### config.mk
export PLATFORM = sky130hd
export DESIGN_NAME = epoch_seconds_to_calendar_top
export DESIGN_NICKNAME = d
export VERILOG_FILES = /design/src/hdl/edc_pkg.sv /design/src/hdl/epoch_seconds_to_calendar_top.sv /design/src/hdl/edc_csub.sv /design/src/hdl/edc_apb.sv /design/src/hdl/edc_core.sv
export SDC_FILE = /design/constraint.sdc
export NUM_CORES = 1
export LEC_CHECK = 0
export ABC_AREA = 1
export BUFFER_PORTS_ARGS = -buffer_cell sky130_fd_sc_hd__buf_2
export CAP_MARGIN = 20
export CORE_MARGIN = 2
export CORE_UTILIZATION = 55
export CTS_CLUSTER_DIAMETER = 100
export DETAILED_ROUTE_END_ITERATION = 12
export PLACE_DENSITY = 0.8
export SLEW_MARGIN = 30
export SYNTH_ARGS = -nofsm -noshare
export SYNTH_HDL_FRONTEND = slang
export SYNTH_SLANG_ARGS = --single-unit
### constraint.sdc
create_clock -name clk -period 7.8 [get_ports clk]
set_clock_uncertainty 0.2 [all_clocks]
set_input_delay 0.78 -clock clk [delete_from_list [all_inputs] [get_ports clk]]
set_output_delay 0.78 -clock clk [all_outputs]
set_load 0.005 [all_outputs]
### src/hdl/edc_pkg.sv
// ----------------------------------------------------------------------------
// edc_pkg
// Shared constants, sequencer state type and calendar helpers for the
// epoch-seconds to calendar converter.
// ----------------------------------------------------------------------------
package edc_pkg;

	localparam int unsigned SecsPerDay  = 86400;
	localparam int unsigned LocalOffset = 3600 * 8;
	localparam int unsigned SecsPerHour = 3600;
	localparam int unsigned SecsPerMin  = 60;
	localparam int unsigned BaseYear    = 1970;

	localparam int unsigned DayQuoBits  = 16;
	localparam int unsigned HourQuoBits = 5;
	localparam int unsigned MinQuoBits  = 6;

	localparam logic [31:0] DayDivInit  = 32'(SecsPerDay  << (DayQuoBits  - 1));
	localparam logic [31:0] HourDivInit = 32'(SecsPerHour << (HourQuoBits - 1));
	localparam logic [31:0] MinDivInit  = 32'(SecsPerMin  << (MinQuoBits  - 1));

	localparam logic [3:0] LastMonth = 4'd11;

	localparam logic [1:0] AddrAddEightHours = 2'd0;

	typedef enum logic [5:0] {
		ST_IDLE = 6'b000001,
		ST_DAY  = 6'b000010,
		ST_YEAR = 6'b000100,
		ST_MON  = 6'b001000,
		ST_HOUR = 6'b010000,
		ST_MIN  = 6'b100000
	} edc_state_t;

	// Years reachable from a 32-bit count are 1970..2106; 2100 is the only
	// century year in that span that is not leap.
	function automatic logic is_leap(input logic [11:0] y);
		is_leap = (y[1:0] == 2'b00) && (y != 12'd2100);
	endfunction

	function automatic logic [8:0] year_len(input logic [11:0] y);
		year_len = is_leap(y) ? 9'd366 : 9'd365;
	endfunction

	function automatic logic [4:0] month_len(input logic [3:0] m, input logic leap);
		case (m)
			4'd0, 4'd2, 4'd4, 4'd6, 4'd7, 4'd9, 4'd11: month_len = 5'd31;
			4'd3, 4'd5, 4'd8, 4'd10:                   month_len = 5'd30;
			4'd1:                                      month_len = leap ? 5'd29 : 5'd28;
			default:                                   month_len = 5'd31;
		endcase
	endfunction

endpackage

### src/hdl/epoch_seconds_to_calendar_top.sv
// ----------------------------------------------------------------------------
// epoch_seconds_to_calendar_top
// Converts a 32-bit seconds count since 1970-01-01 00:00:00 to Gregorian
// date and time, optionally in UTC+8.
// ----------------------------------------------------------------------------
// An item is taken when start is high and busy is low; busy then stays high
// while one compare-subtract unit is stepped through the conversion: the day
// count, a walk over the years from 1970, a walk over the months, then the
// hour and the minute. The result appears for one cycle with done high, in the
// first cycle with busy low again, and is not held: the receiver must take it
// then. add_eight_hours (register 0, reset 1) is to be written only while
// idle; the block itself does not enforce this.
module epoch_seconds_to_calendar_top
	import edc_pkg::*;
(
	input  logic        clk,
	input  logic        arst_n,
	input  logic        psel,
	input  logic        penable,
	input  logic        pwrite,
	input  logic [1:0]  paddr,
	input  logic [31:0] pwdata,
	output logic [31:0] prdata,
	output logic        pready,
	input  logic        start,
	output logic        busy,
	input  logic [31:0] epoch_seconds,
	output logic        done,
	output logic [11:0] year,
	output logic [3:0]  month,
	output logic [4:0]  day_of_month,
	output logic [4:0]  hour,
	output logic [5:0]  minute,
	output logic [5:0]  second
);

	logic add_eight_hours;

	edc_apb u_apb (
		.clk             (clk),
		.arst_n          (arst_n),
		.psel            (psel),
		.penable         (penable),
		.pwrite          (pwrite),
		.paddr           (paddr),
		.pwdata          (pwdata),
		.prdata          (prdata),
		.pready          (pready),
		.add_eight_hours (add_eight_hours)
	);

	edc_core u_core (
		.clk             (clk),
		.arst_n          (arst_n),
		.start           (start),
		.epoch_seconds   (epoch_seconds),
		.add_eight_hours (add_eight_hours),
		.busy            (busy),
		.done            (done),
		.year            (year),
		.month           (month),
		.day_of_month    (day_of_month),
		.hour            (hour),
		.minute          (minute),
		.second          (second)
	);

endmodule

### src/hdl/edc_csub.sv
// ----------------------------------------------------------------------------
// edc_csub
// Shared 32-bit compare-and-subtract unit used by every sequencer step.
// ----------------------------------------------------------------------------
module edc_csub (
	input  logic [31:0] a,
	input  logic [31:0] b,
	output logic [31:0] diff,
	output logic        ge
);

	logic [32:0] wide;

	assign wide = {1'b0, a} - {1'b0, b};
	assign diff = wide[31:0];
	assign ge   = ~wide[32];

endmodule

### src/hdl/edc_apb.sv
// ----------------------------------------------------------------------------
// edc_apb
// APB-style configuration register holding the add-eight-hours control.
// ----------------------------------------------------------------------------
module edc_apb
	import edc_pkg::*;
(
	input  logic        clk,
	input  logic        arst_n,
	input  logic        psel,
	input  logic        penable,
	input  logic        pwrite,
	input  logic [1:0]  paddr,
	input  logic [31:0] pwdata,
	output logic [31:0] prdata,
	output logic        pready,
	output logic        add_eight_hours
);

	logic add_q;

	always_ff @(posedge clk or negedge arst_n) begin
		if (!arst_n) begin
			add_q <= 1'b1;
		end else if (psel && penable && pwrite && paddr == AddrAddEightHours) begin
			add_q <= pwdata[0];
		end
	end

	assign prdata          = (paddr == AddrAddEightHours) ? {31'd0, add_q} : 32'd0;
	assign pready          = 1'b1;
	assign add_eight_hours = add_q;

endmodule

### src/hdl/edc_core.sv
// ----------------------------------------------------------------------------
// edc_core
// Sequencer driving the shared compare-subtract unit: day division, year
// walk, month walk, then hour and minute division of the seconds left.
// ----------------------------------------------------------------------------
module edc_core
	import edc_pkg::*;
(
	input  logic        clk,
	input  logic        arst_n,
	input  logic        start,
	input  logic [31:0] epoch_seconds,
	input  logic        add_eight_hours,
	output logic        busy,
	output logic        done,
	output logic [11:0] year,
	output logic [3:0]  month,
	output logic [4:0]  day_of_month,
	output logic [4:0]  hour,
	output logic [5:0]  minute,
	output logic [5:0]  second
);

	edc_state_t  state_q;
	logic [3:0]  cnt_q;
	logic [31:0] work_q;
	logic [31:0] div_q;
	logic [15:0] quo_q;
	logic [15:0] days_q;
	logic [11:0] year_q;
	logic [3:0]  mon_q;
	logic [4:0]  hour_q;
	logic        done_q;
	logic [11:0] res_year_q;
	logic [3:0]  res_month_q;
	logic [4:0]  res_day_q;
	logic [4:0]  res_hour_q;
	logic [5:0]  res_minute_q;
	logic [5:0]  res_second_q;

	logic [31:0] op_a;
	logic [31:0] op_b;
	logic [31:0] diff;
	logic        ge;
	logic [15:0] quo_next;
	logic [31:0] work_next;

	always_comb begin
		op_a = work_q;
		op_b = div_q;
		case (state_q)
			ST_YEAR: begin
				op_a = {16'd0, days_q};
				op_b = {23'd0, year_len(year_q)};
			end
			ST_MON: begin
				op_a = {16'd0, days_q};
				op_b = {27'd0, month_len(mon_q, is_leap(year_q))};
			end
			default: begin
				op_a = work_q;
				op_b = div_q;
			end
		endcase
	end

	edc_csub u_csub (
		.a    (op_a),
		.b    (op_b),
		.diff (diff),
		.ge   (ge)
	);

	assign quo_next  = {quo_q[14:0], ge};
	assign work_next = ge ? diff : work_q;

	always_ff @(posedge clk or negedge arst_n) begin
		if (!arst_n) begin
			state_q <= ST_IDLE;
			done_q  <= 1'b0;
		end else begin
			done_q <= (state_q == ST_MIN) && (cnt_q == 4'd0);
			case (state_q)
				ST_IDLE: if (start) state_q <= ST_DAY;
				ST_DAY:  if (cnt_q == 4'd0) state_q <= ST_YEAR;
				ST_YEAR: if (!ge) state_q <= ST_MON;
				ST_MON:  if (!ge || mon_q == LastMonth) state_q <= ST_HOUR;
				ST_HOUR: if (cnt_q == 4'd0) state_q <= ST_MIN;
				ST_MIN:  if (cnt_q == 4'd0) state_q <= ST_IDLE;
				default: state_q <= ST_IDLE;
			endcase
		end
	end

	always_ff @(posedge clk) begin
		case (state_q)
			ST_IDLE: begin
				if (start) begin
					work_q <= epoch_seconds + (add_eight_hours ? 32'(LocalOffset) : 32'd0);
					div_q  <= DayDivInit;
					cnt_q  <= 4'(DayQuoBits - 1);
					quo_q  <= 16'd0;
				end
			end
			ST_DAY: begin
				work_q <= work_next;
				quo_q  <= quo_next;
				div_q  <= div_q >> 1;
				cnt_q  <= cnt_q - 4'd1;
				if (cnt_q == 4'd0) begin
					days_q <= quo_next;
					year_q <= 12'(BaseYear);
				end
			end
			ST_YEAR: begin
				if (ge) begin
					days_q <= diff[15:0];
					year_q <= year_q + 12'd1;
				end else begin
					mon_q <= 4'd0;
				end
			end
			ST_MON: begin
				if (ge && mon_q != LastMonth) begin
					days_q <= diff[15:0];
					mon_q  <= mon_q + 4'd1;
				end else begin
					div_q <= HourDivInit;
					cnt_q <= 4'(HourQuoBits - 1);
					quo_q <= 16'd0;
				end
			end
			ST_HOUR: begin
				work_q <= work_next;
				if (cnt_q == 4'd0) begin
					hour_q <= quo_next[4:0];
					div_q  <= MinDivInit;
					cnt_q  <= 4'(MinQuoBits - 1);
					quo_q  <= 16'd0;
				end else begin
					quo_q <= quo_next;
					div_q <= div_q >> 1;
					cnt_q <= cnt_q - 4'd1;
				end
			end
			ST_MIN: begin
				work_q <= work_next;
				quo_q  <= quo_next;
				div_q  <= div_q >> 1;
				cnt_q  <= cnt_q - 4'd1;
				if (cnt_q == 4'd0) begin
					res_year_q   <= year_q;
					res_month_q  <= mon_q + 4'd1;
					res_day_q    <= days_q[4:0] + 5'd1;
					res_hour_q   <= hour_q;
					res_minute_q <= quo_next[5:0];
					res_second_q <= work_next[5:0];
				end
			end
			default: ;
		endcase
	end

	assign busy         = (state_q != ST_IDLE);
	assign done         = done_q;
	assign year         = res_year_q;
	assign month        = res_month_q;
	assign day_of_month = res_day_q;
	assign hour         = res_hour_q;
	assign minute       = res_minute_q;
	assign second       = res_second_q;

endmodule
==> flow_summary.ini, run 1 <==
[floorplanning]
dieArea_um2 = 20000
start_util_pct = 55.7
num_rows = 50
die_w_um = 141
coreArea_um2 = 18600
die_h_um = 141
ios = 145

[power]
combinationalPowerShare_pct = 50.8
switching_share_pct = 45.8
power.total_mw = 4.65
irDropWorstVdd_uv = 203
clockPowerShare_pct = 18.3
p_leak_nw = 5.34
p_per_area_nw_per_um2 = 404
p_seq_share_pct = 30.8
p_sw_mw = 2.13
p_int_mw = 2.52

[timing]
finalSetupTns_ps = 0
clock.fmax_mhz = 183
slew_violations = 0
setup_violations = 0
worst_slew_pin_slew_ps = 908
worst_slew_margin_rel_pct = 39.3
min_period_over_period_pct = 69.9
hold_viol = 0
finalCriticalPeriod_ps = 5450
grt_setup_unrepaired = no

[synthesis]
ys_seq_area_share_pct = 47.6
synth_area_leaders = edfxtp_1 46%, nand2_1 12%, inv_1 6.8%
synthFlopType = edfxtp_1
syn-cell-area_um2 = 10400
synth_most_common_cell = nand2_1
ys_ff_latch = 166
ys_warn_count = 0
avgSynthCellArea_um2 = 8.20
ys_types = 50
syn_inst = 1267
synth_top_area_share_pct = 45.7
synth-edff-count = 158
async_flop_share_pct = 4.82
synth_top_cell_by_area = edfxtp_1
synth_common_cells = 338 x nand2_1, 187 x inv_1, 158 x edfxtp_1

[routing]
first_pass_iters = 5
ant_nets = 0
drcViolationCount = 0
drt_iter0_drc = 668
vias = 8449
wl_per_cell_um = 14.7
post_drt_via_cell_ratio = 5.31
drt_wl_total_mm = 23.4

[worst_setup_path]
ff2ff_setup_slack_ps = 2350
end_kind = flop
cp-startpoint = u_core.state_q[4]
reg2reg_depth = 19
timing.rr.start = u_core.state_q[4]
worstSetupPathType = reg -> reg
path_max_fanout = 52
cp-start-kind = flop
r2r_end = u_core.quo_q[12]
cp_data_required_time_ps = 7730
cp-endpoint = u_core.quo_q[12]
cp_data_arrival_time_ps = 5380

[layout]
num-nets-final = 1462
diodes = 0
drive_above_1_share_pct = 12.0
area_growth_pct = 10.7

[run]
max_cap_violations = 0

[grt]
grt_antenna_before_repair = 0
grt_max_degree = 58
grt_pass1_vias = 7839
overflow = 0
grt_usage_pct = 24.1
grt_pass1_wl_mm = 37.8

[clocking]
cts-resized-gates = 0
clock-sinks = 166
tritoncts = built
cts_buffers = 17
root_buffer = clkbuf_16
cts_setup_buffers = 0
cts_buffer_depth = 2
clkLatencyLatePin_ps = 440
clk_pin_slew_ps = 70
htree_levels = 4
holdBufCountCts = 0

[place]
gp_congestion = 0.929
port_buffers = 81
dp_hpwl_mm = 17.0

[worst_hold_path]
hold_path_class = in -> async

[run_status]
status = completed
==> sequential cells by signal, summed over array words and instances, names as in the netlist, 4 cells and up <==
name,count
u_core.cnt_q,4
u_core.day_of_month,5
u_core.days_q,16
u_core.div_q,32
u_core.hour,5
u_core.hour_q,5
u_core.minute,6
u_core.mon_q,4
u_core.month,4
u_core.quo_q,15
u_core.second,6
u_core.state_q,6
u_core.work_q,32
u_core.year,12
u_core.year_q,12
==> cells in the final DEF, fill, tap and decap left out, types with 3 or more instances in the layout <==
cell,count
dfrtp_1,6
or2_2,5
xnor2_1,10
xor2_1,15
nand2_1,338
nor2_1,134
nand3b_1,7
o21ai_0,78
edfxtp_1,158
nor3_1,19
nor2_2,4
inv_8,6
nand3_1,65
inv_2,5
ha_1,45
conb_1,32
nor4_1,4
clkinv_8,3
buf_2,81
nand4_1,21
buf_4,5
a21o_1,4
o21ai_1,5
o21bai_1,7
inv_1,186
a21oi_1,46
o21ai_2,9
clkbuf_16,17
nand2_2,5
clkinv_4,3
==> routing by layer <==
layer	up-vias	part of all wire [%]	global-route usage, %
li1	4245	-	-
met1	3853	44	32.0
met2	306	47	40.6
met3	45	6.6	3.88
met4	0	2.1	7.95
met5	-	0	0
==> power by group through the flow <==
stage          Clock, mW  Combinational [mW]  Sequential, mW
6_report           0.852                2.36            1.43
2_1_floorplan          0                1.78            1.42
3_5_place_dp           0                2.31            1.45
3_3_place_gp           0                2.27            1.44
4_1_cts            0.859                2.33            1.43
5_1_grt            0.890                2.65            1.46
==> worst max-delay path: stages, from the launching register on <==
cell and delay (ps):
dfrtp_1 390, nor2_1 270, nand4_2 440, nand2_1 250, inv_2 350, or2_2 440
o21ai_1 160, fa_1 270, inv_1 80, nand2_1 70, nand2_1 70, nand3_1 80
nand2_1 100, nand2_1 90, nand2_2 100, nand2_4 100, nand2_8 120, a21oi_1 310
o21a_2 790, buf_4 390
==> area by class of cell <==
| cell class | instances | area, µm² |
|---|---|---|
| well taps | 234 | 293 |
| clock buffers | 17 | 425 |
| multi-input cells | 880 | 4470 |
| flip-flops and latches | 166 | 4950 |
| inverters | 192 | 723 |
| fillers | 1591 | 7140 |
| clock inverters | 15 | 176 |
| repair buffers | 87 | 470 |
==> worst min path at each step <==
| stage | end | from |
|---|---|---|
| final | u_core.state_q[5] | arst_n |
| after global routing | u_core.state_q[5] | arst_n |
| after CTS | u_core.state_q[5] | arst_n |
| after detailed placement | u_core.hour[2] | u_core.hour_q[2] |
| after global placement | u_core.hour[1] | u_core.hour_q[1] |
| after floorplan | u_core.hour[0] | u_core.hour_q[0] |
==> metrics by stage <==
stage | cell area (µm²) | setup slack [ps] | instances | hold slack, ps | utilization [%]
final | 11500 | 2350 | 1591 | 24.6 | 61.7
after global routing | 11500 | 1920 | 1591 | 20.4 | 61.7
after CTS | 11500 | 2330 | 1590 | 12.9 | 61.5
after detailed placement | 10900 | 2370 | 1558 | 206 | 58.3
after global placement | 10900 | 2500 | 1558 | 202 | 58.3
after floorplan | 10500 | 3320 | 1297 | 200 | -
==> cell families after synthesis <==
| logic type | count (synthesis) | share of synthesized area (%) |
|---|---|---|
| adder cells (fa/ha/maj) | 46 | 5.61 |
| AO/OA/AOI/OAI | 163 | 8.92 |
| other | 2 | 0.0723 |
| XOR/XNOR | 25 | 2.11 |
| buffers and inverters | 251 | 10.7 |
| flip-flops | 166 | 47.6 |
| AND/OR/NAND/NOR | 614 | 25.0 |
(Power assumes the default switching activity.)
==> run 2: changes to the inputs <==
- ABC_AREA: 1 -> 0
- CORE_UTILIZATION: 55 -> 52
- clock period: 7.8 -> 4.45 ns (I/O delays scaled with it)
==> flow_summary.ini, run 2 <==
[timing]
clock.fmax_mhz = 222
worst_slew_margin_rel_pct = 47.9
hold_slack_ps = 54.9
grt_setup_unrepaired = yes
min_period_over_period_pct = 101
finalCriticalPeriod_ps = 4510
hold_viol = 0
worst_slack_ps = -63.1
worst_slew_pin_slew_ps = 779
slew_violations = 0
setup_violations = 46
finalSetupTns_ps = -1770

[worst_setup_path]
crit_buf_inv = 4
path_max_fanout = 12
cp-start-kind = flop
end_kind = flop
cp-startpoint = u_core.year_q[7]
ff2ff_setup_slack_ps = -60
cp_data_required_time_ps = 4440
timing.rr.start = u_core.year_q[7]
path_cells = or4b_4 -> o31a_1 -> and4_1 -> o21ai_2 -> o31ai_4 -> ha_2 -> fa_2 -> nand2b_4 -> a21oi_4 -> o41ai_4 -> and2_4 -> o21ai_4 -> a21oi_4 -> buf_8 -> a31oi_4 -> a221oi_4 -> buf_6 -> buf_12 -> buf_12
cp_data_arrival_time_ps = 4510
r2r_end = u_core.div_q[11]
worst-path-stages = 19
reg2reg_depth = 19
critical_path.slowest_cell = or4b_4
slowest_delay_ps = 540
cp_top_family = compound AO/OA/AOI/OAI gates
worstSetupPathType = reg -> reg
cp-endpoint = u_core.div_q[11]

[synthesis]
synth_most_common_cell = nand2_1
synth_common_cells = 164 x nand2_1, 158 x edfxtp_1, 49 x a21oi_1
ys_seq_area_share_pct = 51.9
avgSynthCellArea_um2 = 10.4
synth-edff-count = 158
synth_top_cell_by_area = edfxtp_1
ys_ff_latch = 166
syn-cell-area_um2 = 9530
ys_warn_count = 0
async_flop_share_pct = 4.82
synth_top_area_share_pct = 49.8
synth_area_leaders = edfxtp_1 50%, nand2_1 6.5%, ha_1 5.9%
synthFlopType = edfxtp_1
ys_types = 63
syn_inst = 913

[floorplanning]
num_rows = 49
die_w_um = 139
die_h_um = 139
coreArea_um2 = 18000
ios = 145
dieArea_um2 = 19400
start_util_pct = 53.0

[power]
irDropWorstVdd_uv = 557
p_per_area_nw_per_um2 = 940
p_leak_nw = 4.84

[routing]
first_pass_iters = 5
post_drt_via_cell_ratio = 5.70
ant_nets = 0
drcViolationCount = 0
drt_iter0_drc = 667
wl_per_cell_um = 17.4
drt_wl_total_mm = 22.6
vias = 7398

[worst_hold_path]
hold_depth = 2
hold_path_class = in -> reg

[clocking]
htree_levels = 4
clock-sinks = 166
clk_pin_slew_ps = 70
clkLatencyLatePin_ps = 430
cts_buffer_depth = 2
cts_buffers = 17
tritoncts = built
root_buffer = clkbuf_16

[layout]
drive_above_1_share_pct = 22.5
reg_top3 = u_core.div_q (32), u_core.work_q (32), u_core.days_q (16)
nFillCells = 1349
area_growth_pct = 22.2
diodes = 0
final_common_cell = nand2_1
postLayoutCoreUtil_pct = 64.8
layout_common_cells = 163 x nand2_1, 158 x edfxtp_1, 81 x buf_2
final_area_um2 = 11600
num-nets-final = 1176

[place]
gp_congestion = 0.885
port_buffers = 81
dp_hpwl_mm = 15.0
placed_area_um2 = 10600
pre_cts_ws_ps = -118

[grt]
grt_pass1_wl_mm = 35.8
grt_max_degree = 43
overflow = 0
grt_usage_pct = 23.2
grt_pass1_vias = 7121
grt_antenna_before_repair = 0

[run_status]
violations = setup timing
status = finished, violations left

[run]
max_cap_violations = 0
run 2: cell types whose count changed after synthesis, sizes merged, moves of 11 or more:
| cell | change |
|---|---|
| and2 | +40 |
| and3 | +21 |
| buf | -14 |
| clkbuf | +18 |
| inv | -160 |
| mux2 | +11 |
| nand2 | -182 |
| nand3 | -40 |
| nor2 | -93 |
| o21ai | -53 |
| o22ai | +12 |
| xnor2 | +31 |
run 2: worst min-delay path by stage:
stage,from,to,slack [ps]
4_1_cts,pwdata[0],u_apb.add_eight_hours,50
6_report,pwdata[0],u_apb.add_eight_hours,50
2_1_floorplan,arst_n,u_core.done,-50
5_1_grt,pwdata[0],u_apb.add_eight_hours,50
3_3_place_gp,arst_n,u_core.state_q[1],130
3_5_place_dp,arst_n,u_core.state_q[1],120
run 2: timing repair:
item                                    in CTS  in global routing
pin swaps                                   12                 13
hold buffers                                 1                  0
endpoints found under the setup margin      89                110
hold endpoints to repair                     8                  0
resized for setup                           21                 15
buffers inserted                            13                 11
cloned                                       3                  2
run 2: where the power goes:
| part | internal (mW) | switching (mW) |
|---|---|---|
| registers | 2.56 | 0.246 |
| logic | 2.79 | 3.76 |
| clock network | 0.954 | 0.645 |
| total | 6.30 | 4.65 |
run 2: logic make-up after synthesis:
| group | after synthesis | share of synthesized area (%) |
|---|---|---|
| AOI/OAI and AO/OA | 170 | 11.4 |
| xor gates and xnor gates | 66 | 6.07 |
| adders and majority gates | 46 | 6.12 |
| buffers and inverters | 95 | 5.09 |
| DFF | 166 | 51.9 |
| muxes | 13 | 1.63 |
| other | 2 | 0.0788 |
| and+or+nand+nor | 355 | 17.7 |
run 2: cell type report:
cell class | count | area [µm²] | share of cell area [%]
sequential | 166 | 4950 | 42.5
timing repair buffer | 159 | 1220 | 10.5
clock inverter | 14 | 210 | 1.80
tap | 229 | 287 | 2.46
multi-input combinational | 682 | 4430 | 38.0
inverter | 32 | 128 | 1.10
clock buffer | 17 | 425 | 3.65
run 2: layer usage:
layer | vias to the layer above | GRT usage [%] | routed length, µm
met5 | - | 0 | 0
met4 | 0 | 7.55 | 361
met3 | 25 | 4.27 | 1770
met2 | 321 | 37.5 | 10700
met1 | 3538 | 32.0 | 9760
li1 | 3514 | - | -
run 2: through the flow:
| step | std cells | power, mW |
|---|---|---|
| 6_report | 1299 | 10.9 |
| 5_1_grt | 1299 | 11.7 |
| 4_1_cts | 1288 | 10.7 |
| 3_5_place_dp | 1240 | 8.50 |
| 3_3_place_gp | 1239 | 8.33 |
| 2_1_floorplan | 943 | 6.74 |
